## config.mk

```make
export PLATFORM = sky130hd
export DESIGN_NAME = float_format_convert
export DESIGN_NICKNAME = d
export VERILOG_FILES = /design/src/rtl/ffc_pkg.sv /design/src/rtl/ffc_unpack.sv /design/src/rtl/ffc_align.sv /design/src/rtl/ffc_round.sv /design/src/rtl/float_format_convert.sv
export SDC_FILE = /design/constraint.sdc
export NUM_CORES = 1
export LEC_CHECK = 0
export BUFFER_PORTS_ARGS = -buffer_cell sky130_fd_sc_hd__buf_2
export CORE_ASPECT_RATIO = 0.7
export CORE_UTILIZATION = 35
export DETAILED_ROUTE_END_ITERATION = 10
export MAX_ROUTING_LAYER = met4
export PLACE_DENSITY = 0.62
export SLEW_MARGIN = 20
export SYNTH_ARGS = -nofsm -noshare
export SYNTH_HDL_FRONTEND = slang
export SYNTH_SLANG_ARGS = --single-unit
```

## constraint.sdc

```tcl
create_clock -name clk -period 5.1 [get_ports clk]
set_input_delay 1.53 -clock clk [delete_from_list [all_inputs] [get_ports clk]]
set_output_delay 1.53 -clock clk [all_outputs]
set_load 0.03 [all_outputs]
```

## src/rtl/ffc_pkg.sv

```systemverilog
// shared constants and types for the binary32/binary64 format converter
package ffc_pkg;

	// conversion direction codes
	localparam logic [1:0] MODE_S2D = 2'd0;
	localparam logic [1:0] MODE_D2S = 2'd1;
	localparam logic [1:0] MODE_S2S = 2'd2;
	localparam logic [1:0] MODE_D2D = 2'd3;

	localparam int SGL_FBITS = 23;
	localparam int DBL_FBITS = 52;
	localparam int SGL_EBITS = 8;
	localparam int DBL_EBITS = 11;
	localparam int SGL_BIAS  = 127;
	localparam int DBL_BIAS  = 1023;
	localparam int BIAS_DIFF = DBL_BIAS - SGL_BIAS;

	localparam int EXP_W   = 13;
	localparam int MANT_W  = DBL_FBITS + 1;
	localparam int EXT_W   = MANT_W + 2;
	localparam int SHAMT_W = 6;

	typedef logic signed [EXP_W-1:0] ffc_exp_t;

	typedef struct packed {
		logic sign;
		logic dst_dbl;
		logic is_nan;
		logic is_inf;
		logic is_zero;
	} ffc_ctrl_t;

endpackage

```

## src/rtl/ffc_unpack.sv

```systemverilog
// decode, leading-zero count and normalization with target rebias (stages 1 and 2)
module ffc_unpack import ffc_pkg::*; (
	input  logic                   clk,
	input  logic                   arst_n,
	input  logic                   in_valid,
	input  logic [1:0]             mode,
	input  logic [63:0]            operand,
	output logic                   v_s2,
	output ffc_ctrl_t              ctrl_s2,
	output logic [MANT_W-1:0]      mant_s2,
	output ffc_exp_t               exp_s2
);

	function automatic logic [SHAMT_W-1:0] lead_zeros(input logic [DBL_FBITS-1:0] v);
		logic [SHAMT_W-1:0] n;
		n = SHAMT_W'(DBL_FBITS);
		for (int i = 0; i < DBL_FBITS; i++) begin
			if (v[i])
				n = SHAMT_W'(DBL_FBITS - 1 - i);
		end
		return n;
	endfunction

	logic                   src_dbl;
	logic                   ones;
	logic [DBL_EBITS-1:0]   ef;
	logic [DBL_FBITS-1:0]   frac;
	ffc_ctrl_t              ctrl;

	logic                   v_s1;
	ffc_ctrl_t              ctrl_s1;
	logic [DBL_EBITS-1:0]   ef_s1;
	logic [DBL_FBITS-1:0]   frac_s1;
	logic [SHAMT_W-1:0]     lz_s1;
	logic                   sub_s1;
	logic                   src_dbl_s1;

	logic [DBL_FBITS-1:0]   norm;
	logic [MANT_W-1:0]      mant;
	ffc_exp_t               base;
	ffc_exp_t               adj;

	always_comb begin
		src_dbl = mode[0];
		if (src_dbl) begin
			ef   = operand[62:52];
			frac = operand[51:0];
			ones = &operand[62:52];
			ctrl.sign = operand[63];
		end else begin
			ef   = {3'b000, operand[30:23]};
			frac = {operand[22:0], 29'd0};
			ones = &operand[30:23];
			ctrl.sign = operand[31];
		end
		ctrl.dst_dbl = (mode == MODE_S2D) || (mode == MODE_D2D);
		ctrl.is_nan  = ones && (frac != '0);
		ctrl.is_inf  = ones && (frac == '0);
		ctrl.is_zero = (ef == '0) && (frac == '0);
	end

	always_ff @(posedge clk or negedge arst_n) begin
		if (!arst_n)
			v_s1 <= 1'b0;
		else
			v_s1 <= in_valid;
	end

	always_ff @(posedge clk) begin
		ctrl_s1    <= ctrl;
		ef_s1      <= ef;
		frac_s1    <= frac;
		lz_s1      <= lead_zeros(frac);
		sub_s1     <= (ef == '0);
		src_dbl_s1 <= src_dbl;
	end

	// subnormal: shift the leading one up to the hidden-bit position
	always_comb begin
		norm = frac_s1 << lz_s1;
		mant = sub_s1 ? {norm, 1'b0} : {1'b1, frac_s1};
		base = sub_s1 ? -ffc_exp_t'({7'd0, lz_s1}) : ffc_exp_t'({2'b00, ef_s1});
		case ({src_dbl_s1, ctrl_s1.dst_dbl})
			2'b01:   adj = ffc_exp_t'(BIAS_DIFF);
			2'b10:   adj = ffc_exp_t'(-BIAS_DIFF);
			default: adj = '0;
		endcase
	end

	always_ff @(posedge clk or negedge arst_n) begin
		if (!arst_n)
			v_s2 <= 1'b0;
		else
			v_s2 <= v_s1;
	end

	always_ff @(posedge clk) begin
		ctrl_s2 <= ctrl_s1;
		mant_s2 <= mant;
		exp_s2  <= base + adj;
	end

endmodule

```

## src/rtl/ffc_align.sv

```systemverilog
// range check and right shift into the subnormal range with sticky collection (stage 3)
module ffc_align import ffc_pkg::*; (
	input  logic                   clk,
	input  logic                   arst_n,
	input  logic                   v_s2,
	input  ffc_ctrl_t              ctrl_s2,
	input  logic [MANT_W-1:0]      mant_s2,
	input  ffc_exp_t               exp_s2,
	output logic                   v_s3,
	output ffc_ctrl_t              ctrl_s3,
	output logic                   tiny_s3,
	output logic [DBL_EBITS-1:0]   ebase_s3,
	output logic [EXT_W-1:0]       shifted_s3,
	output logic                   sticky_s3
);

	logic                 in_norm;
	logic                 tiny;
	ffc_exp_t             r_full;
	ffc_exp_t             em1;
	logic [SHAMT_W-1:0]   shamt;
	logic [EXT_W-1:0]     ext;

	always_comb begin
		in_norm = exp_s2 > ffc_exp_t'(0);
		r_full  = ffc_exp_t'(1) - exp_s2;
		em1     = exp_s2 - ffc_exp_t'(1);
		// below half the smallest subnormal of the target
		tiny    = !in_norm && (ctrl_s2.dst_dbl ? (exp_s2 < ffc_exp_t'(-DBL_FBITS))
		                                      : (exp_s2 < ffc_exp_t'(-SGL_FBITS)));
		shamt   = (in_norm || tiny) ? '0 : r_full[SHAMT_W-1:0];
		ext     = {mant_s2, 2'b00};
	end

	always_ff @(posedge clk or negedge arst_n) begin
		if (!arst_n)
			v_s3 <= 1'b0;
		else
			v_s3 <= v_s2;
	end

	always_ff @(posedge clk) begin
		ctrl_s3    <= ctrl_s2;
		tiny_s3    <= tiny;
		ebase_s3   <= in_norm ? em1[DBL_EBITS-1:0] : '0;
		shifted_s3 <= ext >> shamt;
		sticky_s3  <= |(ext & ~({EXT_W{1'b1}} << shamt));
	end

endmodule

```

## src/rtl/ffc_round.sv

```systemverilog
// round to nearest even, exponent assembly, overflow and special values (stage 4)
module ffc_round import ffc_pkg::*; (
	input  logic                   clk,
	input  logic                   arst_n,
	input  logic                   v_s3,
	input  ffc_ctrl_t              ctrl_s3,
	input  logic                   tiny_s3,
	input  logic [DBL_EBITS-1:0]   ebase_s3,
	input  logic [EXT_W-1:0]       shifted_s3,
	input  logic                   sticky_s3,
	output logic                   v_s4,
	output logic [63:0]            converted_s4
);

	logic [MANT_W-1:0]      kept_d;
	logic                   inc_d;
	logic [63:0]            sum_d;
	logic                   ovf_d;
	logic [SGL_FBITS:0]     kept_s;
	logic                   inc_s;
	logic [35:0]            sum_s;
	logic                   ovf_s;
	logic                   sign;
	logic [63:0]            res;

	always_comb begin
		kept_d = shifted_s3[54:2];
		inc_d  = shifted_s3[1] && (shifted_s3[0] || sticky_s3 || kept_d[0]);
		sum_d  = {1'b0, ebase_s3, 52'd0} + 64'(kept_d) + 64'(inc_d);
		ovf_d  = sum_d[63:52] >= 12'h7FF;

		kept_s = shifted_s3[54:31];
		inc_s  = shifted_s3[30] && ((|shifted_s3[29:0]) || sticky_s3 || kept_s[0]);
		sum_s  = {2'b00, ebase_s3, 23'd0} + 36'(kept_s) + 36'(inc_s);
		ovf_s  = sum_s[35:23] >= 13'd255;

		sign = ctrl_s3.sign;
		if (ctrl_s3.dst_dbl) begin
			if (ctrl_s3.is_nan)
				res = {sign, 11'h7FF, 1'b1, 51'd0};
			else if (ctrl_s3.is_inf)
				res = {sign, 11'h7FF, 52'd0};
			else if (ctrl_s3.is_zero || tiny_s3)
				res = {sign, 63'd0};
			else if (ovf_d)
				res = {sign, 11'h7FF, 52'd0};
			else
				res = {sign, sum_d[62:0]};
		end else begin
			if (ctrl_s3.is_nan)
				res = {32'd0, sign, 8'hFF, 1'b1, 22'd0};
			else if (ctrl_s3.is_inf)
				res = {32'd0, sign, 8'hFF, 23'd0};
			else if (ctrl_s3.is_zero || tiny_s3)
				res = {32'd0, sign, 31'd0};
			else if (ovf_s)
				res = {32'd0, sign, 8'hFF, 23'd0};
			else
				res = {32'd0, sign, sum_s[30:0]};
		end
	end

	always_ff @(posedge clk or negedge arst_n) begin
		if (!arst_n)
			v_s4 <= 1'b0;
		else
			v_s4 <= v_s3;
	end

	always_ff @(posedge clk) begin
		converted_s4 <= res;
	end

endmodule

```

## src/rtl/float_format_convert.sv

```systemverilog
// top level of the binary32/binary64 format converter
//
//  channel   signals                     handshake
//  input     start, busy, mode, operand  item taken when start && !busy
//  result    done, converted             one-cycle strobe, no back-pressure
//
// four register stages: decode and leading-zero count, normalize and rebias,
// align with sticky, round and pack; results leave in the order their items were taken
// one item per cycle sustained; busy stays low since nothing can stall the pipe
// reset clears the stage valid bits only; datapath registers are not reset
module float_format_convert import ffc_pkg::*; (
	input  logic          clk,
	input  logic          arst_n,
	input  logic          start,
	output logic          busy,
	input  logic [1:0]    mode,
	input  logic [63:0]   operand,
	output logic          done,
	output logic [63:0]   converted
);

	logic                   v_s2;
	ffc_ctrl_t              ctrl_s2;
	logic [MANT_W-1:0]      mant_s2;
	ffc_exp_t               exp_s2;

	logic                   v_s3;
	ffc_ctrl_t              ctrl_s3;
	logic                   tiny_s3;
	logic [DBL_EBITS-1:0]   ebase_s3;
	logic [EXT_W-1:0]       shifted_s3;
	logic                   sticky_s3;

	assign busy = 1'b0;

	ffc_unpack u_unpack (
		.clk      (clk),
		.arst_n   (arst_n),
		.in_valid (start && !busy),
		.mode     (mode),
		.operand  (operand),
		.v_s2     (v_s2),
		.ctrl_s2  (ctrl_s2),
		.mant_s2  (mant_s2),
		.exp_s2   (exp_s2)
	);

	ffc_align u_align (
		.clk        (clk),
		.arst_n     (arst_n),
		.v_s2       (v_s2),
		.ctrl_s2    (ctrl_s2),
		.mant_s2    (mant_s2),
		.exp_s2     (exp_s2),
		.v_s3       (v_s3),
		.ctrl_s3    (ctrl_s3),
		.tiny_s3    (tiny_s3),
		.ebase_s3   (ebase_s3),
		.shifted_s3 (shifted_s3),
		.sticky_s3  (sticky_s3)
	);

	ffc_round u_round (
		.clk          (clk),
		.arst_n       (arst_n),
		.v_s3         (v_s3),
		.ctrl_s3      (ctrl_s3),
		.tiny_s3      (tiny_s3),
		.ebase_s3     (ebase_s3),
		.shifted_s3   (shifted_s3),
		.sticky_s3    (sticky_s3),
		.v_s4         (done),
		.converted_s4 (converted)
	);

endmodule

```

==> results.toml <==
[hold_path]
hold_path.class = "reg2reg"

[sta]
finalSetupTns_ps = 0
setup_viol = 0
holdWs_ps = 328
finClkSkew_ps = 17.2
drv_slew = 0
rsz0062_at_grt = "false"
worstMarginPinSlew_ps = 1100
min_period_ps = 4600
slew_headroom_pct = 25.6
final_hold_viol_count = 0
fin_ws_ps = 499
fin_crit_sh_pct = 90.2
fmax_mhz = 217

[grt]
gr-total-overflow = 0
grt-busiest-layer = "met1"
use_met3_pct = 14.6
antenna_found_initial = 7
gr-usage-met1_pct = 50.8
grt_pass1_vias = 18587
grt_pass1_wl_um = 135000
gr-usage-met2_pct = 41.6
track_usage_pct = 34.3
grt_max_degree = 63

[detailed_routing]
avgRoutedWirePerCell_um = 29.3
vias_per_cell = 6.31
firstDrtPassIters = 6
drt_iter0_markers = 2828
wirelength_um = 94700
postRouteAntennaNets = 0
vias = 20429
drcViolationCount = 0

[logic_synthesis]
yosysMostFrequentCell = "dfxtp_1"
synth_cell_types = 104
synthCells = 2395
ys_top_cells_by_area = "dfxtp_1 29%, mux2i_1 5.8%, nand2_1 5.1%"
avgSynthCellArea_um2 = 8.05
synth_warnings = 0
yosysSeqAreaShare_pct = 30.0
ys_ff_latch = 288
synth_edf_count = 0
synth.top_cell.area_share_pct = 29.5
synth-main-ff-cell = "dfxtp_1"
synth-simple-area-share_pct = 20.9
synth.area.mux_share_pct = 13.4
synth_top_family_by_area = "compound AO/OA/AOI/OAI gates"
synthXorXnorAreaFrac_pct = 5.45
synthArstFlopShare_pct = 1.39
synthTopCellsByCount = "284 x dfxtp_1, 263 x nand2_1, 233 x nor2_1"
synth_fa_ha_area_share_pct = 1.01
netlist.top_cell.by_area = "dfxtp_1"
syn-num-nets = 2479
netlist_area_um2 = 19300
synth_compound_area_share_pct = 24.2

[worst_setup_path]
path_max_fanout = 11
cp_top_family = "compound AO/OA/AOI/OAI gates"
cp_slowest_stage_delay_ps = 740
critPathSlowestCell = "a32o_1"
crit_buf_inv = 2
path_cells = "clkinv_1, ha_1, nor2b_1, o21ai_1, a32o_1, buf_4, o211a_1, a211oi_1, a21oi_1, nand2_1, a31oi_1, o21ai_0"
worstPathArrival_ps = 5020
cp-end-kind = "register"
startpoint_type = "register"
criticalPathCategory = "reg2reg"
cp.required_ps = 5520

[clock_tree]
cts_inserted_buffers = 30
cts_max_level = 1
clkTransAtPathRegs_ps = 60
cts_buffer_depth = 3
post_cts_buffers = 0
cts.hold.buffers_added = 0
cts_tree = "built"
cts_num_sinks = 288
cts-resized-gates = 0
insertion_delay_ps = 610
cts_root_buf = "clkbuf_16"

[layout]
area_growth_pct = 13.4
final_nets = 2561
drive_gt1_share_pct = 16.8
design_area_um2 = 21900

[place]
place_area_um2 = 20900
place_worst_setup_slack_ps = 698
io_buffer_count = 133
hpwl_um = 74100
gp_congestion = 1.06

[run_status]
status = "finished, final reports clean"

[floorplan]
pin_count = 135
fp.dieH_um = 198
rows = 71
dieWidth_um = 283
start_util_pct = 35.7
core_um2 = 54100
die_area_um2 = 56100

[power]
p_leak_nw = 8.39
ir_drop_v = 0.000279
total_power_mw = 6.68
p_per_area_nw_per_um2 = 305

[flow_run]
drv_cap = 0
==> state kept, by name, indices dropped and copies added, names as in the netlist, 5 cells and up <==
register and flops:
u_unpack.ef_s1 11, u_unpack.lz_s1 6, u_unpack.exp_s2 13, u_round.converted_s4 64, u_align.ctrl_s3 5, u_unpack.ctrl_s1 5, u_unpack.frac_s1 52, u_unpack.mant_s2 53
u_align.ebase_s3 11, u_align.shifted_s3 55, u_unpack.ctrl_s2 5
==> final cells by class <==
cell class                 count  area, um2
antenna                        7       17.5
clock buffer                  38        821
clock inverter                15        154
fill                        5584      32200
inverter                      49        184
multi-input combinational   1880      12600
sequential                   288       5790
tap                          730        913
timing repair buffer         228       1420
==> kinds of logic (layout without fill, tap and decap cells) <==
| kind of cell | after synthesis | after routing |
|---|---|---|
| and+or+nand+nor | 847 | 847 |
| AOI/OAI and AO/OA | 690 | 690 |
| DFF | 288 | 288 |
| buffers and inverters | 227 | 330 |
| muxes | 207 | 207 |
| xor gates and xnor gates | 120 | 120 |
| adders and majority gates | 15 | 15 |
| other | 1 | 8 |
==> metal layers <==
metal  wire [um]  up-vias
li1            -     9033
met1       45000     9970
met4        1740        0
met3       13700      133
met5           0        -
met2       34300     1293
==> final timing paths <==
kind	cells past startpoint	slack, ps	to	from
setup / recovery	12	500	u_align.shifted_s3[22]	u_unpack.exp_s2[1]
hold / removal	0	330	u_align.ctrl_s3[4]	u_unpack.ctrl_s2[4]
setup reg to reg	12	500	u_align.shifted_s3[22]	u_unpack.exp_s2[1]
hold reg to reg	0	330	u_align.ctrl_s3[4]	u_unpack.ctrl_s2[4]
max in group asynchronous	1	4270	u_align.v_s3	arst_n
min in group asynchronous	1	710	u_unpack.v_s2	arst_n
==> layout by cell type (no fill, tap or decap), drive strengths merged, types with 14 or more instances in the layout <==
master   Yosys  final
nor2b       20     20
mux2i      112    112
a31oi       24     24
nand3       63     63
o31ai       25     25
nor3        64     64
and2        48     48
o2bb2ai     24     24
xnor2       60     60
inv         47     47
or3         14     14
nor2       233    233
nand2      263    263
o22ai       49     49
a211oi      29     29
a21oi      146    146
mux4        34     34
a22o        18     18
nand4       36     36
nand2b      14     14
buf         58    228
clkbuf     120     38
nor4        30     30
and3        20     20
xor2        60     60
mux2        61     61
o221ai      20     20
o211ai      29     29
ha          14     14
dfxtp      284    284
o21ai      162    162
o21a        15     15
==> metrics by stage <==
step	instances	utilization (%)
floorplan	2395	-
global placement	3175	38.6
detailed placement	3175	38.6
CTS	3228	40.4
global route	3235	40.4
finish	3235	40.4
==> report_power, final <==
part / internal [mW] / switching, mW / leakage, nW / total (mW)
Combinational: 0.607 / 1.08 / 5.51 / 1.69
Sequential: 2.45 / 0.361 / 2.41 / 2.81
Clock: 1.20 / 0.984 / 0.466 / 2.18
Note: power is estimated with default switching activity, not from simulation.
